`src/rtl/am_fm_tuner_controller_assert.svh`:
```
// assertion macros shared by the tuner controller rtl
// depends on nothing; included by files that carry concurrent checks
`ifndef AM_FM_TUNER_CONTROLLER_ASSERT_SVH
`define AM_FM_TUNER_CONTROLLER_ASSERT_SVH

// same-cycle implication, checks off during reset
`define AMFM_ASSERT_NOW(label, clk, rst, ante, cons) \
  label: assert property (@(posedge clk) disable iff (rst) (ante) |-> (cons)) \
    else $error("amfm check failed");

// next-cycle implication, checks off during reset
`define AMFM_ASSERT_NEXT(label, clk, rst, ante, cons) \
  label: assert property (@(posedge clk) disable iff (rst) (ante) |=> (cons)) \
    else $error("amfm check failed");

`endif

```
`src/rtl/amfm_pkg.sv`:
```
`timescale 1ns / 1ps
// shared types, codes and reset constants of the tuner controller
// used by the interfaces and every module of the block
package amfm_pkg;

  localparam int PRESETS      = 5;
  localparam int PRESET_IDX_W = (PRESETS > 1) ? $clog2(PRESETS) : 1;
  localparam int ST_W         = 12;
  localparam int STEP_W       = 8;
  localparam int VOL_W        = 7;
  localparam int CFG_IDX_W    = 3;
  localparam int CFG_DATA_W   = 12;

  localparam logic [ST_W-1:0]   AM_LOW_RST  = 12'd530;
  localparam logic [ST_W-1:0]   AM_HIGH_RST = 12'd1700;
  localparam logic [STEP_W-1:0] AM_STEP_RST = 8'd10;
  localparam logic [ST_W-1:0]   FM_LOW_RST  = 12'd879;
  localparam logic [ST_W-1:0]   FM_HIGH_RST = 12'd1079;
  localparam logic [STEP_W-1:0] FM_STEP_RST = 8'd2;
  localparam logic [VOL_W-1:0]  VOL_MAX_RST = 7'd100;

  typedef enum logic [2:0] {
    KIND_POWER  = 3'd0,
    KIND_BAND   = 3'd1,
    KIND_UP     = 3'd2,
    KIND_DOWN   = 3'd3,
    KIND_VOLUME = 3'd4,
    KIND_STORE  = 3'd5,
    KIND_RECALL = 3'd6,
    KIND_TUNE   = 3'd7
  } kind_t;

  typedef enum logic [2:0] {
    STAT_OK         = 3'd0,
    STAT_RADIO_OFF  = 3'd1,
    STAT_CLAMP_LOW  = 3'd2,
    STAT_CLAMP_HIGH = 3'd3,
    STAT_BAD_PRESET = 3'd4
  } status_t;

  typedef enum logic [CFG_IDX_W-1:0] {
    CFG_AM_LOW  = 3'd0,
    CFG_AM_HIGH = 3'd1,
    CFG_AM_STEP = 3'd2,
    CFG_FM_LOW  = 3'd3,
    CFG_FM_HIGH = 3'd4,
    CFG_FM_STEP = 3'd5,
    CFG_VOL_MAX = 3'd6
  } cfg_idx_t;

  typedef struct packed {
    logic [ST_W-1:0]   am_low;
    logic [ST_W-1:0]   am_high;
    logic [STEP_W-1:0] am_step;
    logic [ST_W-1:0]   fm_low;
    logic [ST_W-1:0]   fm_high;
    logic [STEP_W-1:0] fm_step;
    logic [VOL_W-1:0]  volume_max;
  } cfg_t;

  typedef struct packed {
    logic              is_on;
    logic              on_fm;
    logic [ST_W-1:0]   tuned;
    logic [VOL_W-1:0]  level;
    logic [VOL_W-1:0]  saved_level;
    logic              saved_fm;
    logic [ST_W-1:0]   last_am;
    logic [ST_W-1:0]   last_fm;
    logic [ST_W-1:0]   off_am;
    logic [ST_W-1:0]   off_fm;
  } radio_state_t;

  typedef struct packed {
    logic                    wr_en;
    logic                    fm;
    logic [PRESET_IDX_W-1:0] addr;
    logic [ST_W-1:0]         data;
  } preset_wr_t;

endpackage

```
`src/rtl/amfm_ifs.sv`:
```
`timescale 1ns / 1ps
// valid/ready channel interfaces of the tuner controller
// depends on amfm_pkg for field widths

interface amfm_in_if
  import amfm_pkg::*;
  ();
  logic                     valid;
  logic                     ready;
  logic [2:0]               kind;
  logic signed [15:0]       volume_request;
  logic [3:0]               preset_index;
  logic [ST_W-1:0]          tune_value;
  modport source (output valid, kind, volume_request, preset_index, tune_value,
                  input ready);
  modport sink (input valid, kind, volume_request, preset_index, tune_value,
                output ready);
endinterface

interface amfm_out_if
  import amfm_pkg::*;
  ();
  logic             valid;
  logic             ready;
  logic [2:0]       status;
  logic             power_on;
  logic             band_fm;
  logic [ST_W-1:0]  station;
  logic [VOL_W-1:0] volume_level;
  modport source (output valid, status, power_on, band_fm, station, volume_level,
                  input ready);
  modport sink (input valid, status, power_on, band_fm, station, volume_level,
                output ready);
endinterface

interface amfm_cfg_if
  import amfm_pkg::*;
  ();
  logic                  valid;
  logic                  ready;
  logic [CFG_IDX_W-1:0]  index;
  logic [CFG_DATA_W-1:0] data;
  modport source (output valid, index, data, input ready);
  modport sink (input valid, index, data, output ready);
endinterface

```
`src/rtl/amfm_cfg_regs.sv`:
```
`timescale 1ns / 1ps
// configuration register file: band limits, scan steps, volume ceiling
// depends on amfm_pkg and the amfm_cfg_if interface
module amfm_cfg_regs
  import amfm_pkg::*;
(
  input  logic       clk,
  input  logic       rst,
  amfm_cfg_if.sink   cfg,
  output cfg_t       cfg_q
);

  cfg_t regs;

  assign cfg.ready = 1'b1;
  assign cfg_q     = regs;

  always_ff @(posedge clk) begin
    if (rst) begin
      regs.am_low     <= AM_LOW_RST;
      regs.am_high    <= AM_HIGH_RST;
      regs.am_step    <= AM_STEP_RST;
      regs.fm_low     <= FM_LOW_RST;
      regs.fm_high    <= FM_HIGH_RST;
      regs.fm_step    <= FM_STEP_RST;
      regs.volume_max <= VOL_MAX_RST;
    end else if (cfg.valid) begin
      case (cfg_idx_t'(cfg.index))
        CFG_AM_LOW:  regs.am_low     <= cfg.data[ST_W-1:0];
        CFG_AM_HIGH: regs.am_high    <= cfg.data[ST_W-1:0];
        CFG_AM_STEP: regs.am_step    <= cfg.data[STEP_W-1:0];
        CFG_FM_LOW:  regs.fm_low     <= cfg.data[ST_W-1:0];
        CFG_FM_HIGH: regs.fm_high    <= cfg.data[ST_W-1:0];
        CFG_FM_STEP: regs.fm_step    <= cfg.data[STEP_W-1:0];
        CFG_VOL_MAX: regs.volume_max <= cfg.data[VOL_W-1:0];
        default: ;
      endcase
    end
  end

endmodule

```
`src/rtl/amfm_presets.sv`:
```
`timescale 1ns / 1ps
// per-band preset station registers, one read port and one write port
// depends on amfm_pkg
module amfm_presets
  import amfm_pkg::*;
(
  input  logic                    clk,
  input  logic                    rst,
  input  logic                    rd_fm,
  input  logic [PRESET_IDX_W-1:0] rd_addr,
  output logic [ST_W-1:0]         rd_data,
  input  preset_wr_t              wr
);

  logic [ST_W-1:0] am_slots [PRESETS];
  logic [ST_W-1:0] fm_slots [PRESETS];

  always_comb begin
    rd_data = '0;
    if (32'(rd_addr) < PRESETS) begin
      rd_data = rd_fm ? fm_slots[rd_addr] : am_slots[rd_addr];
    end
  end

  always_ff @(posedge clk) begin
    if (rst) begin
      for (int i = 0; i < PRESETS; i++) begin
        am_slots[i] <= AM_LOW_RST;
        fm_slots[i] <= FM_LOW_RST;
      end
    end else if (wr.wr_en && (32'(wr.addr) < PRESETS)) begin
      if (wr.fm) begin
        fm_slots[wr.addr] <= wr.data;
      end else begin
        am_slots[wr.addr] <= wr.data;
      end
    end
  end

endmodule

```
`src/rtl/amfm_step.sv`:
```
`timescale 1ns / 1ps
// next-state logic for one button request: power, band, scans, volume,
// presets and direct tune; depends on amfm_pkg
module amfm_step
  import amfm_pkg::*;
(
  input  cfg_t               cfg_q,
  input  radio_state_t       cur,
  input  logic [2:0]         kind,
  input  logic signed [15:0] volume_request,
  input  logic [3:0]         preset_index,
  input  logic [ST_W-1:0]    tune_value,
  input  logic [ST_W-1:0]    preset_rd,
  input  logic               accept,
  output radio_state_t       nxt,
  output status_t            status,
  output preset_wr_t         preset_wr
);

  logic [ST_W-1:0]   lo;
  logic [ST_W-1:0]   hi;
  logic [STEP_W-1:0] stp;
  logic [ST_W:0]     up_sum;
  logic [ST_W-1:0]   up_val;
  logic [ST_W-1:0]   down_val;
  logic [ST_W-1:0]   stp_ext;
  logic              idx_ok;
  logic              note;

  assign lo      = cur.on_fm ? cfg_q.fm_low  : cfg_q.am_low;
  assign hi      = cur.on_fm ? cfg_q.fm_high : cfg_q.am_high;
  assign stp     = cur.on_fm ? cfg_q.fm_step : cfg_q.am_step;
  assign stp_ext = {{(ST_W-STEP_W){1'b0}}, stp};
  assign up_sum  = {1'b0, cur.tuned} + {1'b0, stp_ext};
  // saturate at the top of the station field
  assign up_val   = up_sum[ST_W] ? {ST_W{1'b1}} : up_sum[ST_W-1:0];
  assign down_val = (stp_ext > cur.tuned) ? '0 : cur.tuned - stp_ext;
  assign idx_ok   = 32'(preset_index) < PRESETS;

  always_comb begin
    nxt            = cur;
    status         = STAT_OK;
    note           = 1'b0;
    preset_wr.wr_en = 1'b0;
    preset_wr.fm    = cur.on_fm;
    preset_wr.addr  = preset_index[PRESET_IDX_W-1:0];
    preset_wr.data  = cur.tuned;
    case (kind_t'(kind))
      KIND_POWER: begin
        if (cur.is_on) begin
          nxt.is_on       = 1'b0;
          nxt.saved_level = cur.level;
          nxt.level       = '0;
          nxt.saved_fm    = cur.on_fm;
          nxt.off_am      = cur.last_am;
          nxt.off_fm      = cur.last_fm;
        end else begin
          nxt.is_on = 1'b1;
          nxt.level = cur.saved_level;
          nxt.on_fm = cur.saved_fm;
          nxt.tuned = cur.saved_fm ? cur.off_fm : cur.off_am;
          note      = 1'b1;
        end
      end
      KIND_BAND: begin
        nxt.on_fm = !cur.on_fm;
        nxt.tuned = cur.on_fm ? cur.last_am : cur.last_fm;
      end
      KIND_UP: begin
        nxt.tuned = (cur.tuned >= hi) ? lo : up_val;
        note      = 1'b1;
      end
      KIND_DOWN: begin
        nxt.tuned = (cur.tuned <= lo) ? hi : down_val;
        note      = 1'b1;
      end
      KIND_VOLUME: begin
        if (!cur.is_on) begin
          status = STAT_RADIO_OFF;
        end else if (volume_request[15]) begin
          nxt.level = '0;
          status    = STAT_CLAMP_LOW;
        end else if (volume_request[14:0] > {{(15-VOL_W){1'b0}}, cfg_q.volume_max}) begin
          nxt.level = cfg_q.volume_max;
          status    = STAT_CLAMP_HIGH;
        end else begin
          nxt.level = volume_request[VOL_W-1:0];
        end
      end
      KIND_STORE: begin
        if (!idx_ok) begin
          status = STAT_BAD_PRESET;
        end else begin
          preset_wr.wr_en = accept;
        end
      end
      KIND_RECALL: begin
        if (!idx_ok) begin
          status = STAT_BAD_PRESET;
        end else begin
          nxt.tuned = preset_rd;
          note      = 1'b1;
        end
      end
      KIND_TUNE: begin
        if (tune_value <= lo) begin
          if (tune_value < lo) status = STAT_CLAMP_LOW;
          nxt.tuned = lo;
        end else if (tune_value >= hi) begin
          if (tune_value > hi) status = STAT_CLAMP_HIGH;
          nxt.tuned = hi;
        end else begin
          nxt.tuned = tune_value;
        end
        note = 1'b1;
      end
      default: ;
    endcase
    // band's last station follows the tuned station
    if (note) begin
      if (nxt.on_fm) begin
        nxt.last_fm = nxt.tuned;
      end else begin
        nxt.last_am = nxt.tuned;
      end
    end
  end

endmodule

```
`src/rtl/am_fm_tuner_controller.sv`:
```
`timescale 1ns / 1ps
// top level of the radio front-panel controller
// depends on amfm_pkg, the channel interfaces, amfm_cfg_regs, amfm_presets,
// amfm_step and the assertion macro header
// usage:
//   in_ch  carries one button request (kind, volume_request, preset_index,
//          tune_value); it is taken at a clock edge with valid and ready high
//   out_ch returns exactly one result per request: status code and the
//          power, band, station and volume seen after the request
//   cfg    writes one of seven registers (band limits, scan steps, volume
//          ceiling) by index; it is always ready, writes beyond the list are
//          dropped; write it only while no request is in flight
// result: registered, valid in the cycle after its request is taken
// throughput: one request per cycle while results are taken; the state update and
//   the result register load in the same cycle, so the rate is set by that single
//   compare/add path through amfm_step
// reset (rst, synchronous): radio off, AM band, station and all AM presets at
//   the AM low reset value, FM presets and FM memories at the FM low reset
//   value, volume 0, registers at their reset values, no result pending
// stall: while a result waits, a new request is still taken if the receiver
//   takes the waiting result in the same cycle; otherwise in_ch.ready drops
module am_fm_tuner_controller
  import amfm_pkg::*;
(
  input  logic        clk,
  input  logic        rst,
  amfm_in_if.sink     in_ch,
  amfm_out_if.source  out_ch,
  amfm_cfg_if.sink    cfg
);

`include "am_fm_tuner_controller_assert.svh"

  cfg_t            cfg_q;
  radio_state_t    state;
  radio_state_t    state_next;
  status_t         step_status;
  preset_wr_t      preset_wr;
  logic [ST_W-1:0] preset_rd;
  logic            in_acc;

  // result register
  logic             out_valid;
  logic [2:0]       out_status;
  logic             out_power;
  logic             out_band;
  logic [ST_W-1:0]  out_station;
  logic [VOL_W-1:0] out_level;

  // take a request when the result slot is empty or drains this cycle
  assign in_ch.ready = !out_valid || out_ch.ready;
  assign in_acc      = in_ch.valid && in_ch.ready;

  amfm_cfg_regs u_cfg (
    .clk   (clk),
    .rst   (rst),
    .cfg   (cfg),
    .cfg_q (cfg_q)
  );

  amfm_presets u_presets (
    .clk     (clk),
    .rst     (rst),
    .rd_fm   (state.on_fm),
    .rd_addr (in_ch.preset_index[PRESET_IDX_W-1:0]),
    .rd_data (preset_rd),
    .wr      (preset_wr)
  );

  amfm_step u_step (
    .cfg_q          (cfg_q),
    .cur            (state),
    .kind           (in_ch.kind),
    .volume_request (in_ch.volume_request),
    .preset_index   (in_ch.preset_index),
    .tune_value     (in_ch.tune_value),
    .preset_rd      (preset_rd),
    .accept         (in_acc),
    .nxt            (state_next),
    .status         (step_status),
    .preset_wr      (preset_wr)
  );

  // radio state: updated once per accepted request
  always_ff @(posedge clk) begin
    if (rst) begin
      state.is_on       <= 1'b0;
      state.on_fm       <= 1'b0;
      state.tuned       <= AM_LOW_RST;
      state.level       <= '0;
      state.saved_level <= '0;
      state.saved_fm    <= 1'b0;
      state.last_am     <= AM_LOW_RST;
      state.last_fm     <= FM_LOW_RST;
      state.off_am      <= AM_LOW_RST;
      state.off_fm      <= FM_LOW_RST;
    end else if (in_acc) begin
      state <= state_next;
    end
  end

  // result valid flag
  always_ff @(posedge clk) begin
    if (rst) begin
      out_valid <= 1'b0;
    end else if (in_acc) begin
      out_valid <= 1'b1;
    end else if (out_ch.ready) begin
      out_valid <= 1'b0;
    end
  end

  // result payload, loaded with the state after the request
  always_ff @(posedge clk) begin
    if (in_acc) begin
      out_status  <= step_status;
      out_power   <= state_next.is_on;
      out_band    <= state_next.on_fm;
      out_station <= state_next.tuned;
      out_level   <= state_next.level;
    end
  end

  assign out_ch.valid        = out_valid;
  assign out_ch.status       = out_status;
  assign out_ch.power_on     = out_power;
  assign out_ch.band_fm      = out_band;
  assign out_ch.station      = out_station;
  assign out_ch.volume_level = out_level;

  // an empty result slot never blocks a request
  `AMFM_ASSERT_NOW(a_ready_when_empty, clk, rst, !out_valid, in_ch.ready)
  // every taken request leaves a result behind
  `AMFM_ASSERT_NEXT(a_result_follows, clk, rst, in_acc, out_valid)
  // volume is muted whenever the radio is off
  `AMFM_ASSERT_NOW(a_off_is_muted, clk, rst, !state.is_on, state.level == '0)
  // reported power and band agree with the state just written
  `AMFM_ASSERT_NEXT(a_result_matches_state, clk, rst, in_acc,
                    (out_power == state.is_on) && (out_band == state.on_fm))

endmodule

```
`src/flat_wrapper.sv`:
```
// flat-port wrapper written by rule: the top's interface ports become plain ports
module am_fm_tuner_controller_flat import amfm_pkg::*;
  (clk, rst, in_ch_valid, in_ch_kind, in_ch_volume_request, in_ch_preset_index, in_ch_tune_value, in_ch_ready, out_ch_valid, out_ch_status, out_ch_power_on, out_ch_band_fm, out_ch_station, out_ch_volume_level, out_ch_ready, cfg_valid, cfg_index, cfg_data, cfg_ready);
  amfm_in_if in_ch_i ();
  amfm_out_if out_ch_i ();
  amfm_cfg_if cfg_i ();
  input  logic clk;
  input  logic rst;
  input wire logic [$bits(in_ch_i.valid)-1:0] in_ch_valid;
  input wire logic [$bits(in_ch_i.kind)-1:0] in_ch_kind;
  input wire logic [$bits(in_ch_i.volume_request)-1:0] in_ch_volume_request;
  input wire logic [$bits(in_ch_i.preset_index)-1:0] in_ch_preset_index;
  input wire logic [$bits(in_ch_i.tune_value)-1:0] in_ch_tune_value;
  output wire logic [$bits(in_ch_i.ready)-1:0] in_ch_ready;
  output wire logic [$bits(out_ch_i.valid)-1:0] out_ch_valid;
  output wire logic [$bits(out_ch_i.status)-1:0] out_ch_status;
  output wire logic [$bits(out_ch_i.power_on)-1:0] out_ch_power_on;
  output wire logic [$bits(out_ch_i.band_fm)-1:0] out_ch_band_fm;
  output wire logic [$bits(out_ch_i.station)-1:0] out_ch_station;
  output wire logic [$bits(out_ch_i.volume_level)-1:0] out_ch_volume_level;
  input wire logic [$bits(out_ch_i.ready)-1:0] out_ch_ready;
  input wire logic [$bits(cfg_i.valid)-1:0] cfg_valid;
  input wire logic [$bits(cfg_i.index)-1:0] cfg_index;
  input wire logic [$bits(cfg_i.data)-1:0] cfg_data;
  output wire logic [$bits(cfg_i.ready)-1:0] cfg_ready;
  assign in_ch_i.valid = in_ch_valid;
  assign in_ch_i.kind = in_ch_kind;
  assign in_ch_i.volume_request = in_ch_volume_request;
  assign in_ch_i.preset_index = in_ch_preset_index;
  assign in_ch_i.tune_value = in_ch_tune_value;
  assign in_ch_ready = in_ch_i.ready;
  assign out_ch_valid = out_ch_i.valid;
  assign out_ch_status = out_ch_i.status;
  assign out_ch_power_on = out_ch_i.power_on;
  assign out_ch_band_fm = out_ch_i.band_fm;
  assign out_ch_station = out_ch_i.station;
  assign out_ch_volume_level = out_ch_i.volume_level;
  assign out_ch_i.ready = out_ch_ready;
  assign cfg_i.valid = cfg_valid;
  assign cfg_i.index = cfg_index;
  assign cfg_i.data = cfg_data;
  assign cfg_ready = cfg_i.ready;
  am_fm_tuner_controller u_core (.clk(clk), .rst(rst), .in_ch(in_ch_i), .out_ch(out_ch_i), .cfg(cfg_i));
endmodule
```
`config.mk`:
```
export PLATFORM = sky130hd
export DESIGN_NAME = am_fm_tuner_controller_flat
export DESIGN_NICKNAME = d
export VERILOG_FILES = /design/src/rtl/amfm_pkg.sv /design/src/rtl/amfm_ifs.sv /design/src/rtl/amfm_cfg_regs.sv /design/src/rtl/amfm_presets.sv /design/src/rtl/amfm_step.sv /design/src/rtl/am_fm_tuner_controller.sv /design/src/flat_wrapper.sv
export VERILOG_INCLUDE_DIRS = /design/src /design/src/rtl
export SDC_FILE = /design/constraint.sdc
export NUM_CORES = 1
export LEC_CHECK = 0
export BUFFER_PORTS_ARGS = -buffer_cell sky130_fd_sc_hd__buf_4
export CORE_MARGIN = 1.5
export CORE_UTILIZATION = 30
export DETAILED_ROUTE_END_ITERATION = 7
export PLACE_DENSITY_LB_ADDON = 0.05
export SETUP_SLACK_MARGIN = 0.5
export SLEW_MARGIN = 15
export SYNTH_ARGS = -nofsm -noshare
export SYNTH_HDL_FRONTEND = slang
export SYNTH_SLANG_ARGS = --single-unit
```
`constraint.sdc`:
```
create_clock -name clk -period 8 [get_ports clk]
set_input_delay 0.8 -clock clk [delete_from_list [all_inputs] [get_ports clk]]
set_output_delay 0.8 -clock clk [all_outputs]
set_load 0.05 [all_outputs]
```
==> Word-level counts from Yosys, hierarchy flattened <==
Memories as Yosys holds them, arrays and structs flattened.
Index checks and enable logic that the tools add are counted.
{ "word_totals": {"mem_count": 2, "mem_bits_rw": 120, "out_inout_bits": 27, "regBits": 173, "input_bits": 55, "elab_cells": 128} }
{ "classes": {"bitwise_logic": 1, "addsub": 2, "muxes": 55, "reduce_logical": 22, "n_eq_ne": 13, "magnitude_cmp": 10} }
{ "mem_list": {"columns": ["name", "depth", "width", "rd", "rd_ports_with_merged_regs", "write_ports", "line_no", "rtl"], "rows": [
  ["u_core.u_presets.am_slots", 5, 12, 1, 0, 5, "amfm_presets.sv:15", "logic [ST_W-1:0] am_slots [PRESETS];"],
  ["u_core.u_presets.fm_slots", 5, 12, 1, 0, 5, "amfm_presets.sv:16", "logic [ST_W-1:0] fm_slots [PRESETS];"]
]} }
{ "op_table": {"columns": ["cell", "count"], "rows": [
  ["12-bit two-way mux", 15],
  ["12-bit case mux with 6 select lines", 1],
  ["7-bit two-way mux", 4],
  ["12-bit greater-or-equal comparator", 2],
  ["12-bit <= comparator", 2],
  ["12-bit OR reduction", 2],
  ["3-bit == test (second input constant)", 7],
  ["1-bit two-way mux", 19],
  ["15-bit by 7-bit > comparator with 1-bit output", 1],
  ["7-bit case mux with 2 select lines", 1],
  ["2-bit AND reduction", 7],
  ["12-bit by 8-bit adder with 13-bit output", 1],
  ["13-bit two-way mux", 1],
  ["3-bit by 2-bit == test with 1-bit output (second input constant)", 4],
  ["12-bit > comparator", 1],
  ["8-bit by 12-bit > comparator with 1-bit output", 1],
  ["12-bit less-than comparator", 1],
  ["2-bit two-way mux", 6],
  ["3-bit two-way mux", 4],
  ["12-bit by 8-bit subtractor with 12-bit output", 1],
  ["3-bit case mux with 3 select lines", 1],
  ["3-bit AND reduction", 3],
  ["8-bit two-way mux", 1],
  ["3-bit by 1-bit == test with 1-bit output (second input constant)", 2],
  ["12 further kinds", 15]
]} }

==> Longest topological paths before layout <==
{ "depth": {"word_depth": 11, "mapped_depth": 18, "mapped_depth_nobuf": 13} }

==> Hierarchy <==
Synthesis repeated with hierarchy kept, for this count alone.
{ "hier_totals": {"cells_unflattened": 1814, "area_unflattened_um2": 18112.4} }
{ "by_module_without_submodules": {"columns": ["mod", "cells_per_inst", "area_per_inst_um2", "n_inst"], "rows": [
  ["amfm_step", 771, 5696.7, 1],
  ["amfm_presets", 394, 5574.1, 1],
  ["am_fm_tuner_controller", 375, 3981.3, 1],
  ["amfm_cfg_regs", 274, 2860.2, 1]
]} }

==> Least setup slack after synthesis <==
Ideal clock, no wire load.
{ "synth_timing": {"path_type": "register to register", "startpoint": "reg u_core.state[75] in the netlist's numbering", "endpoint": "reg u_core.out_station[3] (netlist: u_core.out_ch.station[3]), data pin", "slack_ns": 3.536, "synth_period_minus_slack_ns": 4.464, "n_path_buf": 5, "t_required_ns": 7.733, "path_stages_with_launch": 18, "arrival_ns": 4.197, "cell_sequence": "dfxtp_1 > buf_2 > buf_2 > buf_2 > buf_1 > buf_1 > mux2_2 > ha_1 > fa_1 > nand2b_1 > a221oi_2 > o311ai_2 > a21boi_0 > mux2i_1 > a22oi_1 > o21ai_0 > nor3_1 > nor2_1"} }
{ "synth_lines": {"columns": ["item", "line_no", "rtl"], "rows": [
  ["start: declaration", "am_fm_tuner_controller.sv:35", "radio_state_t state;"],
  ["start signal: assignment", "am_fm_tuner_controller.sv:98", "state <= state_next;"],
  ["end signal: assignment", "am_fm_tuner_controller.sv:119", "out_station <= state_next.tuned;"],
  ["end: declaration", "am_fm_tuner_controller.sv:47", "logic [ST_W-1:0] out_station;"]
]} }

==> results.cfg <==
[detailed_routing]
totalWireLength_microns = 67000
wl_per_cell_microns = 23.7
vias_per_cell = 5.11
ant_nets = 0
dr.pass1.iters = 5
vias = 14468
drc = 0
drt_iter0_markers = 845

[power]
ir_drop_mv = 0.124
seqPwrFrac_pct = 44.1
internal_power_mw = 3.41
power_frac_clock_pct = 41.3
netSwitchingFraction_pct = 28.5
p_total_mw = 4.77
comb_power_share_pct = 14.6
p_switching_mw = 1.36
p_per_area_nw_per_um2 = 219
power_leakage_nw = 7.79

[setup_path]
crit_cells = 10
slowest_delay_ps = 960
crit_family = compound AO/OA/AOI/OAI gates
critPathArrivalTime_ps = 5170
rrSetupSlack_ps = 3150
worst-path-buf-inv = 0
startpoint = u_core.state[75]$_SDFFE_PP0P_
timing.rr.end = u_core.out_ch.station[4]$_DFFE_PP_
required_ps = 8320
critPathLaunchType = flop
endpoint_kind = flop
critPathMaxFanout = 33
path_class = reg2reg
rr_startpoint = u_core.state[75]$_SDFFE_PP0P_
slowest_stage = o21ai_1
endpoint = u_core.out_ch.station[4]$_DFFE_PP_
reg2reg_depth = 10
crit_path_frequent_cell = a211oi_2
path_cells = mux2i_1, ha_1, o211ai_1, a2111oi_0, a211oi_2, o21ai_1, o221a_1, o221ai_1, a211oi_2, nor2_1

[finish]
utilization_pct = 35.2
layout_commonest_cell = nand2_1
mostFrequentLayoutCells = nand2_1, edfxtp_1, a21oi_1
fillers = 6344
stdcell_count = 2831
finish.net_count = 2086
area_growth_pct = 16.1
drive_gt1_share_pct = 13.4

[grt]
grt_use_met2_pct = 37.4
grt_pass1_vias = 14597
top_usage_layer = met2
grt_overflow = 0
grt_antenna_before_repair = 1
grtUsageMet3_pct = 2.50
use_met1_pct = 26.9
grt_max_degree = 90
grt_usage_pct = 21.2
grt_pass1_wl_microns = 99200

[run]
cap_violations = 0

[timing]
fin_worst_skew_ps = 29.6
fin_tns_setup_ps = 0
finalSetupViolCount = 0
max_freq_mhz = 206
worst_pin_slew_ps = 1240
post-route-period-util_pct = 60.6
relSlewSlack_pct = 17.2
slew_viol_final = 0
hold_viol_final = 0
rsz0062_at_grt = false
period_needed_ps = 4850

[die]
dieHeight_microns = 253
coreArea_sq_um = 61700
die_area_sq_um = 63900
rows = 91
start_util_pct = 30.3
die_w_microns = 253
ios = 82

[clocking]
clk_pin_slew_worst_paths_ps = 70
cts_root_buf = clkbuf_16
post_cts_buffers = 0
cts_hold_buf = 0
clock_path_buffers = 3
cts_tree = done
cts.sinks = 361
cts_resized = 0
cts_made_buffers = 44
clk_latency_ps = 600
htreeDepth = 2

[logic_synthesis]
ys_ff_latch = 361
yosys_warnings = 0
ys_seq_area_share_pct = 49.9
ys_types = 89
synth_edf_count = 212
synthCells = 1859
syn_area_per_cell_sq_um = 10.1
async_flop_share_pct = 0
netlist_area_sq_um = 18700
ys_dominant_reg_cell = edfxtp_1

[placement]
io_buffers = 80
dp_hpwl_microns = 46300
routabilityCongestion = 0.846
dp_cells = 2748

[min_path]
hold_class = reg2reg

[run_status]
status = finished clean
==> through the flow <==
| stage | worst slack (ps) | area, sq um | hold slack, ps |
|---|---|---|---|
| 6_report | 3150 | 21700 | 452 |
| 5_1_grt | 2960 | 21700 | 466 |
| 4_1_cts | 3260 | 21700 | 446 |
| 3_5_place_dp | 3290 | 20300 | 446 |
| 3_3_place_gp | 3260 | 20300 | 441 |
| 2_1_floorplan | 3540 | 19000 | 432 |
==> cells by family after synthesis <==
logic type	synth area share [%]
AND/OR/NAND/NOR	17.9
AO/OA/AOI/OAI	15.0
flip-flops	49.9
buffers and inverters	3.94
multiplexers	7.70
adder cells (fa/ha/maj)	5.02
XOR/XNOR	0.468
other	0.0401
==> routing by layer <==
layer	wire [microns]	share of wire [%]
met4	1770	2.6
met5	0	0
met3	2420	3.6
met2	33500	50
met1	29300	44
==> final cells by class <==
class / count / area [sq um] / share of cell area (%)
multi-input combinational: 1388 / 8900 / 40.9
clock buffer: 76 / 1330 / 6.12
tap: 837 / 1050 / 4.82
sequential: 361 / 9350 / 43.0
clock inverter: 6 / 63.8 / 0.293
timing repair buffer: 116 / 871 / 4.01
antenna: 1 / 2.50 / 0.0115
inverter: 46 / 173 / 0.794
==> sequential cells by signal (all words and copies together), names as in the netlist <==
signal                      cells
u_core.u_presets.am_slots      95
u_core.u_presets.fm_slots      93
u_core.state                   77
u_core.u_cfg.cfg_q             71
u_core.out_ch.station          12
u_core.out_ch.volume_level      7
u_core.out_ch.status            3
u_core.out_ch.band_fm           1
u_core.out_ch.power_on          1
u_core.out_ch.valid             1
==> Yosys cell counts, drive strengths merged, types with 40 or more instances <==
master  count  area (sq um)
dfxtp     149          2980
clkbuf     91           342
buf        40           223
mux2i      80           801
inv        46           173
ha         72           901
nand2     284          1070
nor2      112           420
nand3b     44           330
a21oi     164           825
and2       60           375
o21ai      62           310
edfxtp    212          6370
==> power groups by stage <==
| stage | Sequential (mW) | Combinational, mW | Clock (mW) |
|---|---|---|---|
| after floorplan | 2.15 | 0.405 | 0 |
| after global placement | 2.14 | 0.698 | 0 |
| after detailed placement | 2.14 | 0.700 | 0 |
| after CTS | 2.10 | 0.703 | 2.02 |
| after global routing | 2.11 | 0.758 | 2.10 |
| final | 2.10 | 0.694 | 1.97 |
==> worst min-delay path by stage <==
stage,from,endpoint,cells after the start
2_1_floorplan,u_core.state[51]$_SDFFE_PP0P_,u_core.state[51]$_SDFFE_PP0P_,2
5_1_grt,cfg_data[9],u_core.u_cfg.cfg_q[56]$_SDFFE_PP1P_,3
6_report,u_core.u_cfg.cfg_q[43]$_SDFFE_PP0P_,u_core.u_cfg.cfg_q[43]$_SDFFE_PP0P_,2
3_3_place_gp,u_core.state[54]$_SDFFE_PP0P_,u_core.state[54]$_SDFFE_PP0P_,2
4_1_cts,cfg_data[9],u_core.u_cfg.cfg_q[36]$_SDFFE_PP1P_,3
3_5_place_dp,u_core.state[53]$_SDFFE_PP0P_,u_core.state[53]$_SDFFE_PP0P_,2
==> tightest hold or removal path, stage by stage (launching register included) <==
cell and delay (ps):
dfxtp_1 310, nand2_1 50, a21oi_1 50
No activity file was read; power rests on OpenSTA's default activity.
